File: src/hdl/cbtd_pkg.sv
// shared types and constants for the compressed block texel decoder
`timescale 1ns / 1ps

package cbtd_pkg;

    localparam int unsigned S_DATA_W = 64;
    localparam int unsigned M_DATA_W = 40;
    localparam logic [7:0]  FULL_ALPHA = 8'hFF;
    localparam logic [7:0]  ZERO_ALPHA = 8'h00;
    localparam logic [3:0]  LAST_PIX   = 4'hF;

    // decoded palette and index rows of one block
    typedef struct packed {
        logic [3:0][31:0] palette;
        logic [3:0][7:0]  rows;
    } blk_t;

endpackage

File: src/hdl/cbtd_front.sv
// front end: accepts a compressed block beat and builds its four-color palette
`timescale 1ns / 1ps

module cbtd_front (
    input  logic                              aclk,
    input  logic                              aresetn,
    input  logic                              s_axis_tvalid,
    output logic                              s_axis_tready,
    input  logic [cbtd_pkg::S_DATA_W-1:0]     s_axis_tdata,
    output logic                              blk_valid,
    input  logic                              blk_ready,
    output cbtd_pkg::blk_t                    blk_data
);
    import cbtd_pkg::*;

    logic        front_valid_reg;
    logic        front_valid_next;
    blk_t        front_blk_reg;
    blk_t        front_blk_next;
    logic [15:0] c0;
    logic [15:0] c1;
    logic        gt;
    logic [15:0] mix_r;
    logic [15:0] mix_g;
    logic [15:0] mix_b;
    logic [7:0]  r0, g0, b0, r1, g1, b1;

    function automatic logic [7:0] widen5(input logic [4:0] v);
        return {v, v[4:2]};
    endfunction

    function automatic logic [7:0] widen6(input logic [5:0] v);
        return {v, v[5:4]};
    endfunction

    // returns {entry3, entry2} for one channel
    function automatic logic [15:0] chan_mix(input logic [7:0] a, input logic [7:0] b,
                                             input logic sel_gt);
        logic signed [8:0] d;
        logic signed [8:0] st;
        logic [8:0]        p2;
        logic [8:0]        p3;
        logic [8:0]        avg;
        d   = $signed({1'b0, b}) - $signed({1'b0, a});
        st  = (d >>> 1) - (d >>> 3);
        p2  = {1'b0, a} + st;
        p3  = {1'b0, b} - st;
        avg = ({1'b0, a} + {1'b0, b} + 9'd1) >> 1;
        if (sel_gt) begin
            return {p3[7:0], p2[7:0]};
        end
        return {b, avg[7:0]};
    endfunction

    assign c0 = s_axis_tdata[15:0];
    assign c1 = s_axis_tdata[31:16];
    assign gt = c0 > c1;
    assign r0 = widen5(c0[15:11]);
    assign g0 = widen6(c0[10:5]);
    assign b0 = widen5(c0[4:0]);
    assign r1 = widen5(c1[15:11]);
    assign g1 = widen6(c1[10:5]);
    assign b1 = widen5(c1[4:0]);
    assign mix_r = chan_mix(r0, r1, gt);
    assign mix_g = chan_mix(g0, g1, gt);
    assign mix_b = chan_mix(b0, b1, gt);

    assign s_axis_tready = !front_valid_reg || blk_ready;
    assign blk_valid     = front_valid_reg;
    assign blk_data      = front_blk_reg;

    always_comb begin
        front_valid_next = front_valid_reg;
        front_blk_next   = front_blk_reg;
        if (blk_ready) begin
            front_valid_next = 1'b0;
        end
        if (s_axis_tvalid && s_axis_tready) begin
            front_valid_next          = 1'b1;
            front_blk_next.palette[0] = {FULL_ALPHA, b0, g0, r0};
            front_blk_next.palette[1] = {FULL_ALPHA, b1, g1, r1};
            front_blk_next.palette[2] = {FULL_ALPHA, mix_b[7:0], mix_g[7:0], mix_r[7:0]};
            front_blk_next.palette[3] = {(gt ? FULL_ALPHA : ZERO_ALPHA),
                                         mix_b[15:8], mix_g[15:8], mix_r[15:8]};
            front_blk_next.rows[0]    = s_axis_tdata[39:32];
            front_blk_next.rows[1]    = s_axis_tdata[47:40];
            front_blk_next.rows[2]    = s_axis_tdata[55:48];
            front_blk_next.rows[3]    = s_axis_tdata[63:56];
        end
    end

    always_ff @(posedge aclk) begin
        if (!aresetn) begin
            front_valid_reg <= 1'b0;
        end else begin
            front_valid_reg <= front_valid_next;
        end
        front_blk_reg <= front_blk_next;
    end

endmodule

File: src/hdl/cbtd_queue.sv
// two-entry block queue between front end and pixel sequencer
`timescale 1ns / 1ps

module cbtd_queue (
    input  logic           aclk,
    input  logic           aresetn,
    input  logic           in_valid,
    output logic           in_ready,
    input  cbtd_pkg::blk_t in_data,
    output logic           out_valid,
    input  logic           out_ready,
    output cbtd_pkg::blk_t out_data
);
    import cbtd_pkg::*;

    blk_t       entry_reg [2];
    logic       wr_ptr_reg;
    logic       rd_ptr_reg;
    logic [1:0] count_reg;
    logic       push;
    logic       pop;

    assign in_ready  = count_reg != 2'd2;
    assign out_valid = count_reg != 2'd0;
    assign out_data  = entry_reg[rd_ptr_reg];
    assign push      = in_valid && in_ready;
    assign pop       = out_valid && out_ready;

    always_ff @(posedge aclk) begin
        if (!aresetn) begin
            wr_ptr_reg <= 1'b0;
            rd_ptr_reg <= 1'b0;
            count_reg  <= 2'd0;
        end else begin
            if (push) begin
                wr_ptr_reg <= !wr_ptr_reg;
            end
            if (pop) begin
                rd_ptr_reg <= !rd_ptr_reg;
            end
            if (push && !pop) begin
                count_reg <= count_reg + 2'd1;
            end else if (pop && !push) begin
                count_reg <= count_reg - 2'd1;
            end
        end
        if (push) begin
            entry_reg[wr_ptr_reg] <= in_data;
        end
    end

endmodule

File: src/hdl/cbtd_back.sv
// back end: walks the sixteen texels of the queued block into the output register
`timescale 1ns / 1ps

module cbtd_back (
    input  logic                          aclk,
    input  logic                          aresetn,
    input  logic                          blk_valid,
    output logic                          blk_ready,
    input  cbtd_pkg::blk_t                blk_data,
    output logic                          m_axis_tvalid,
    input  logic                          m_axis_tready,
    output logic [cbtd_pkg::M_DATA_W-1:0] m_axis_tdata,
    output logic                          m_axis_tlast
);
    import cbtd_pkg::*;

    logic [3:0]          cnt_reg;
    logic                m_valid_reg;
    logic [M_DATA_W-1:0] m_data_reg;
    logic                m_last_reg;
    logic                load;
    logic [7:0]          row_bits;
    logic [1:0]          idx;

    assign load      = blk_valid && (!m_valid_reg || m_axis_tready);
    assign blk_ready = load && (cnt_reg == LAST_PIX);
    assign row_bits  = blk_data.rows[cnt_reg[3:2]];

    // column 0 sits in the top bits of the row byte
    always_comb begin
        case (cnt_reg[1:0])
            2'd0:    idx = row_bits[7:6];
            2'd1:    idx = row_bits[5:4];
            2'd2:    idx = row_bits[3:2];
            default: idx = row_bits[1:0];
        endcase
    end

    assign m_axis_tvalid = m_valid_reg;
    assign m_axis_tdata  = m_data_reg;
    assign m_axis_tlast  = m_last_reg;

    always_ff @(posedge aclk) begin
        if (!aresetn) begin
            cnt_reg     <= 4'd0;
            m_valid_reg <= 1'b0;
        end else begin
            if (load) begin
                cnt_reg     <= cnt_reg + 4'd1;
                m_valid_reg <= 1'b1;
            end else if (m_axis_tready) begin
                m_valid_reg <= 1'b0;
            end
        end
        if (load) begin
            m_data_reg <= {4'd0, cnt_reg[3:2], cnt_reg[1:0], blk_data.palette[idx]};
            m_last_reg <= cnt_reg == LAST_PIX;
        end
    end

endmodule

File: src/hdl/compressed_block_texel_decode.sv
// top level of the compressed 4x4 block texel decoder
//
// input stream: one beat per 8-byte compressed block, two RGB565 endpoints and
// four rows of 2-bit indices. output stream: sixteen beats per block, one texel
// each, row 0 first and column 0 first, tlast on the sixteenth.
// the front end builds the four-entry palette and registers it; a two-entry
// queue holds finished palettes; the back end steps a 4-bit texel counter and
// loads the output register.
// the block passes the front-end register and the queue before the back end
// loads its first texel. throughput: one texel per cycle while a block is queued
// and m_axis_tready is high, set by the texel counter in the back end. up to three
// blocks may be held in flight, so the input keeps taking beats while the output drains.
// reset: aresetn low clears the queue, the counter and all valid flags; any
// block in flight is dropped.
// stall: with m_axis_tready low the current texel beat holds; the queue fills
// and then s_axis_tready drops until room frees up.
`timescale 1ns / 1ps

module compressed_block_texel_decode (
    input  logic                          aclk,
    input  logic                          aresetn,
    input  logic                          s_axis_tvalid,
    output logic                          s_axis_tready,
    // first_color[15:0], second_color[31:16], row0_indices[39:32],
    // row1_indices[47:40], row2_indices[55:48], row3_indices[63:56]
    input  logic [cbtd_pkg::S_DATA_W-1:0] s_axis_tdata,
    output logic                          m_axis_tvalid,
    input  logic                          m_axis_tready,
    // pixel_rgba[31:0], pixel_column[33:32], pixel_row[35:34], zero[39:36]
    output logic [cbtd_pkg::M_DATA_W-1:0] m_axis_tdata,
    // last_pixel
    output logic                          m_axis_tlast
);
    import cbtd_pkg::*;

    logic front_valid;
    logic front_ready;
    blk_t front_blk;
    logic queue_valid;
    logic queue_ready;
    blk_t queue_blk;

    cbtd_front u_front (
        .aclk          (aclk),
        .aresetn       (aresetn),
        .s_axis_tvalid (s_axis_tvalid),
        .s_axis_tready (s_axis_tready),
        .s_axis_tdata  (s_axis_tdata),
        .blk_valid     (front_valid),
        .blk_ready     (front_ready),
        .blk_data      (front_blk)
    );

    cbtd_queue u_queue (
        .aclk      (aclk),
        .aresetn   (aresetn),
        .in_valid  (front_valid),
        .in_ready  (front_ready),
        .in_data   (front_blk),
        .out_valid (queue_valid),
        .out_ready (queue_ready),
        .out_data  (queue_blk)
    );

    cbtd_back u_back (
        .aclk          (aclk),
        .aresetn       (aresetn),
        .blk_valid     (queue_valid),
        .blk_ready     (queue_ready),
        .blk_data      (queue_blk),
        .m_axis_tvalid (m_axis_tvalid),
        .m_axis_tready (m_axis_tready),
        .m_axis_tdata  (m_axis_tdata),
        .m_axis_tlast  (m_axis_tlast)
    );

endmodule

File: config.mk
export PLATFORM = sky130hd
export DESIGN_NAME = compressed_block_texel_decode
export DESIGN_NICKNAME = d
export VERILOG_FILES = /design/src/hdl/cbtd_pkg.sv /design/src/hdl/cbtd_front.sv /design/src/hdl/cbtd_queue.sv /design/src/hdl/cbtd_back.sv /design/src/hdl/compressed_block_texel_decode.sv
export SDC_FILE = /design/constraint.sdc
export NUM_CORES = 1
export LEC_CHECK = 0
export BUFFER_PORTS_ARGS = -buffer_cell sky130_fd_sc_hd__buf_2
export CAP_MARGIN = 20
export CORE_ASPECT_RATIO = 0.6
export CORE_MARGIN = 2
export CORE_UTILIZATION = 43
export DETAILED_ROUTE_END_ITERATION = 12
export SLEW_MARGIN = 25
export SYNTH_ARGS = -nofsm -noshare
export SYNTH_HDL_FRONTEND = slang
export SYNTH_HIERARCHICAL = 1
export SYNTH_SLANG_ARGS = --single-unit
File: constraint.sdc
create_clock -name aclk -period 12.53 [get_ports aclk]
set_clock_uncertainty 0.2 [all_clocks]
set_input_delay 2.506 -clock aclk [delete_from_list [all_inputs] [get_ports aclk]]
set_output_delay 2.506 -clock aclk [all_outputs]
set_load 0.03 [all_outputs]
# Word-level counts from Yosys, hierarchy flattened
# Memory sizes are Yosys's and may differ from the RTL's. A register that Yosys moved wholly into a read port is not among the register bits.
# Cells that the tools add are included.
[totals] ff_bits=183 mem_count=1 mem_bits_rw=272 in_bits=68 wordCells=88 output_inout_bits=43
[op_classes] n_eq_ne=4 order_cmp=3 n_reduce_logical=20 add_sub_neg=21 muxes=23
[memory_table] name="u_queue.entry_reg" depth=2 word_bits=136 rd=1 rd_clocked_by_memory_dff=1 wr=1 line="cbtd_queue.sv:16" text="blk_t entry_reg [2];"
[ops] operator="2-to-1 mux 16 bit" n=6
[ops] operator="binary-select mux 32 bit (select 2 bit)" n=1
[ops] operator="2-to-1 mux 32 bit" n=1
[ops] operator="adder 8 x 8 -> 9 bit" n=3
[ops] operator="adder 9 x 1 -> 9 bit (second input constant)" n=3
[ops] operator="subtractor 8 x 8 -> 9 bit" n=3
[ops] operator="adder 8 bit" n=3
[ops] operator="subtractor 8 x 6 -> 8 bit" n=3
[ops] operator="subtractor 8 bit" n=3
[ops] operator="binary-select mux 8 bit (select 2 bit)" n=1
[ops] operator="> comparator 16 bit" n=1
[ops] operator="2-to-1 mux 8 bit" n=2
[ops] operator="2-to-1 mux 1 bit" n=9
[ops] operator="nonzero test 2 bit" n=4
[ops] operator="logical AND 1 bit" n=7
[ops] operator="logical NOT 1 bit" n=6
[ops] operator="< comparator 2 x 3 -> 1 bit (second input constant)" n=2
[ops] operator="case mux 2 bit (3 select lines)" n=1
[ops] operator="adder 4 x 1 -> 4 bit (second input constant)" n=1
[ops] operator="== test 4 bit (second input constant)" n=1
[ops] operator="2-to-1 mux 2 bit" n=2
[ops] operator="adder 2 x 1 -> 2 bit (second input constant)" n=1
[ops] operator="== test 2 x 1 -> 1 bit (second input constant)" n=1
[ops] operator="== test 2 bit (second input constant)" n=1
[ops] operator="4 further kinds" n=5

# Longest topological paths before layout
[logic_depth] depth_word=8 mapped_depth=24 depth_no_buf=24

# By module
# The synthesis kept the hierarchy.
[by_module_without_submodules] mod="cbtd_queue" seq_area_each_um2=9709.3 cells_per_inst=522 area_each_um2=12194.2 n_inst=1
[by_module_without_submodules] mod="cbtd_front" seq_area_each_um2=3413.3 cells_per_inst=928 area_each_um2=9162.5 n_inst=1
[by_module_without_submodules] mod="cbtd_back" seq_area_each_um2=1211.2 cells_per_inst=331 area_each_um2=3915.0 n_inst=1

# Worst setup path before layout
# OpenSTA, ideal clock, no wires.
[synth_path] path_kind="input-to-reg" from="input s_axis_tdata[25] (netlist bit)" to="register u_front.front_blk_reg (netlist bit u_front/blk_data[143]), data pin" stages=19 setup_slack_ns=5.187 arrival_ns=6.872 setup_time_ns=0.271 n_path_buf=0 t_required_ns=12.059 cell_sequence="inv_1 > ha_1 > fa_1 > nand2b_1 > a21oi_1 > xnor2_1 > inv_1 > fa_1 > o31ai_1 > a21oi_1 > nor2_1 > mux2_4 > a2111oi_2 > ha_1 > a21o_1 > a31oi_1 > nor3_1 > a2111oi_0 > nand4_1"
[synth_via] elab_chain_len=5 word_cells_on_any_way=7 cone_classes="add/sub (3); order compare (1); mux (3)"
[synth_rtl] element="from (decl)" line="compressed_block_texel_decode.sv:26" text="input logic [cbtd_pkg::S_DATA_W-1:0] s_axis_tdata,"
[synth_rtl] element="subtractor 8 x 8 -> 9 bit" line="cbtd_front.sv:44" text="d = $signed({1'b0, b}) - $signed({1'b0, a});"
[synth_rtl] element="subtractor 8 x 6 -> 8 bit" line="cbtd_front.sv:45" text="st = (d >>> 1) - (d >>> 3);"
[synth_rtl] element="subtractor 8 bit" line="cbtd_front.sv:47" text="p3 = {1'b0, b} - st;"
[synth_rtl] element="2-to-1 mux 16 bit" line="cbtd_front.sv:49" text="if (sel_gt) begin"
[synth_rtl] element="2-to-1 mux 16 bit (*)" line="cbtd_front.sv:52" text="return {b, avg[7:0]};"
[synth_rtl] element="via u_front.mix_g[15]" line="cbtd_front.sv:24" text="logic [15:0] mix_g;"
[synth_rtl] element="to (signal assigned)" line="cbtd_front.sv:98" text="front_blk_reg <= front_blk_next;"
[synth_rtl] element="to (decl)" line="cbtd_front.sv:18" text="blk_t front_blk_reg;"
# Mark *: on every way through the listed nets, which the timed path passes. The rest lies on a longest branch. The select of a mux whose other input is x is not followed.
# A chain may end at the register's enable or synchronous reset.

# Worst setup path in the final report
[layout_path] from="input s_axis_tdata[26] (netlist bit)" to="register u_front.front_blk_reg (netlist bit u_front/blk_data[143]), data pin"
# The elaborated chain is that of the path after synthesis.

==> flow_metrics.py <==
metrics = {
    "drt": {
        "routed_wirelength_um": 56540,
        "ant_nets": 0,
        "post_drt_wl_per_cell_um": 21.27,
        "drc": 0,
        "firstDrtPassIters": 7,
        "drt_iter0_markers": 1368,
        "vias": 14190,
        "avgViaCountPerCell": 5.340,
    },
    "timing": {
        "post-route-period-util_pct": 62.93,
        "finalCriticalPeriod_ps": 7885,
        "hold_viol_final": 0,
        "clock.fmax_ghz": 0.1268,
        "rsz0062_at_grt": "no",
        "slew_violations": 0,
        "slew_headroom_pct": 31.50,
        "setup_viol": 0,
        "tightest_slew_ps": 1028,
        "fin_setup_tns_ps": 0,
    },
    "worst_setup_path": {
        "cp-start-kind": "input pin",
        "endpoint_kind": "register",
        "max_stage_delay_ps": 600,
        "cp_cell_sequence": "buf_2, inv_1, fa_1, nand2b_1, a21oi_1, xnor2_1, inv_1, fa_1, o31ai_1, a21oi_1, nor2_1, mux2_4, a2111oi_2, ha_1, a21o_1, a31oi_1, nor3_1, a2111oi_0, nand4_1",
        "crit_arrival_ps": 8010,
        "critical_path_class": "input pin to register",
        "slowest_stage": "a31oi_1",
        "cp_max_fo": 14,
        "crit_required_ps": 12660,
    },
    "synth": {
        "synth-async-reset-ratio_pct": 0,
        "yosys_register_bits": 481,
        "seq_area_frac_synth_pct": 56.72,
        "synth-edff-count": 470,
        "ys_types": 77,
        "yosysWarnings": 6,
        "synthCells": 1781,
        "avgSynthCellArea_um2": 14.19,
        "synth_area_mm2": 0.02527,
        "ys.flop_type": "edfxtp_1",
    },
    "layout": {
        "largest_reg_flops": 320,
        "area_growth_pct": 9.848,
        "fillCellCount": 5006,
        "design_area_mm2": 0.02776,
        "drive_gt1_share_pct": 23.59,
        "nets": 2055,
    },
    "floorplanning": {
        "die_y_um": 191.8,
        "die_width_um": 317.0,
        "pin_count": 111,
        "dieArea_mm2": 0.06079,
        "core_region_area_mm2": 0.05777,
        "rows": 68,
        "start_util_pct": 43.75,
    },
    "global_route": {
        "grt_pass1_vias": 13680,
        "grt_overflow_total": 0,
        "grt_max_degree": 72,
        "grtUsageTotal_pct": 18.68,
        "grt_pass1_wl_um": 85020,
        "antenna_found_initial": 4,
    },
    "clocking": {
        "clk_path_buf_depth": 3,
        "post_cts_buffers": 0,
        "cts_resized": 0,
        "cts_sinks": 481,
        "cts_tree": "done",
        "numCtsBuffers": 47,
        "clk_latency_ps": 600,
        "cts_root_buf": "clkbuf_16",
        "cts_max_level": 2,
        "ctsHoldBuffers": 0,
        "clkTransAtPathRegs_ps": 60,
    },
    "place": {
        "gp_congestion": 0.8460,
        "dpl_cell_area_mm2": 0.02615,
        "dp_hpwl_um": 37260,
        "place.port_buffers": 106,
    },
    "job": {
        "timing.max_cap.violations": 0,
    },
    "power_and_ir_drop": {
        "p_per_area_mw_per_mm2": 178.3,
        "ir_drop_v": 0.0001002,
        "p_leak_nw": 10.50,
    },
    "run_status": {
        "status": "finished clean",
    },
    "hold_path": {
        "hp-class": "register to register",
    },
}
==> area by class of cell <==
cell class	instances	area (um^2)	area share [%]
antenna	2	5.005	0.01803
clock buffer	51	1191	4.291
multi-input combinational	1087	9772	35.20
sequential	481	14340	51.65
inverter	108	410.4	1.478
clock inverter	34	384.1	1.384
tap	770	963.4	3.470
timing repair buffer	125	696.9	2.510
==> cell usage in the layout, fill, tap and decap left out, drive strengths merged, types with 4 or more instances in the layout <==
master	instances
clkbuf	51
a221oi	33
a21o	23
nor3	12
bufinv	6
ha	122
and3	7
nand4	7
buf	125
mux2	193
nand2b	27
o21ai	56
o31ai	7
xnor2	64
a21boi	7
dfxtp	11
a22oi	33
or3	9
mux4	4
nor2b	22
conb	28
a31oi	40
inv	109
a21oi	73
o21bai	12
edfxtp	470
nand2	53
or2	4
nor3b	32
nor2	66
o211ai	4
xor2	27
mux2i	46
o21a	10
fa	15
clkinv	26
and2	12
==> layer usage <==
| layer | GRT usage [%] | routed length (um) | vias up |
|---|---|---|---|
| met5 | 0 | 0 | - |
| met4 | 2.993 | 591 | 0 |
| met3 | 4.070 | 3987 | 49 |
| met2 | 25.26 | 22420 | 384 |
| met1 | 30.40 | 29540 | 7046 |
| li1 | - | - | 6715 |
==> where the power goes <==
part	leakage, nW	switching [W]	internal [W]
Combinational	5.25	0.000886	0.000578
Sequential	4.48	0.0000615	0.00198
Clock	0.770	0.000624	0.000820
==> path summary, 6_finish.rpt <==
| check | startpoint | to | slack [ps] | depth (start not counted) |
|---|---|---|---|---|
| worst max-delay path | s_axis_tdata[26] | u_front/blk_data[143] | 4650 | 19 |
| worst min-delay path | u_front/blk_data[107] | u_queue/entry_reg[1][107] | 230 | 0 |
| worst max register to register | register | u_back/m_axis_tdata[13] | 7900 | 9 |
| worst min register to register | u_front/blk_data[107] | u_queue/entry_reg[1][107] | 230 | 0 |
==> synth_stat cells, types with 38 or more instances <==
cell / n / area [um^2]
o21ai_0: 54 / 270.3
a31oi_1: 38 / 237.7
inv_1: 107 / 401.6
buf_4: 59 / 442.9
mux2i_1: 46 / 460.4
xnor2_1: 64 / 560.5
mux2_2: 62 / 698.2
ha_1: 122 / 1526
edfxtp_1: 470 / 14110
nand2_1: 53 / 198.9
nor2_1: 66 / 247.7
mux2_4: 131 / 1967
a21oi_1: 73 / 365.4
==> logic make-up after synthesis <==
kind of cell | after synthesis | synth area share, %
AOI/OAI and AO/OA | 326 | 9.457
xor gates and xnor gates | 91 | 3.154
adders and majority gates | 137 | 7.228
buffers and inverters | 239 | 5.174
DFF | 481 | 56.72
muxes | 243 | 12.72
other | 2 | 0.02972
and+or+nand+nor | 262 | 5.515
==> stage by stage <==
step | cells | hold WS (ps) | power [W] | util (%) | worst slack (ps)
finish | 2658 | 234.5 | 0.004951 | 48.05 | 4645
global route | 2656 | 254.4 | 0.005210 | 48.04 | 4239
CTS | 2655 | 240.9 | 0.004973 | 47.99 | 4734
detailed placement | 2570 | 231.2 | 0.003521 | 45.26 | 4096
global placement | 2570 | 223.0 | 0.003494 | 45.26 | 4194
floorplan | 1807 | 221.5 | 0.003121 | - | 5187
==> worst max-delay path, delay by kind of cell <==
| kind | cells | cell delay (ps) |
|---|---|---|
| buffers and inverters | 3 | 590 |
| xor gates and xnor gates | 1 | 300 |
| adders and majority gates | 3 | 1280 |
| muxes | 1 | 330 |
| AOI/OAI and AO/OA | 7 | 2380 |
| and+or+nand+nor | 4 | 610 |
No activity file was read; power rests on OpenSTA's default activity.
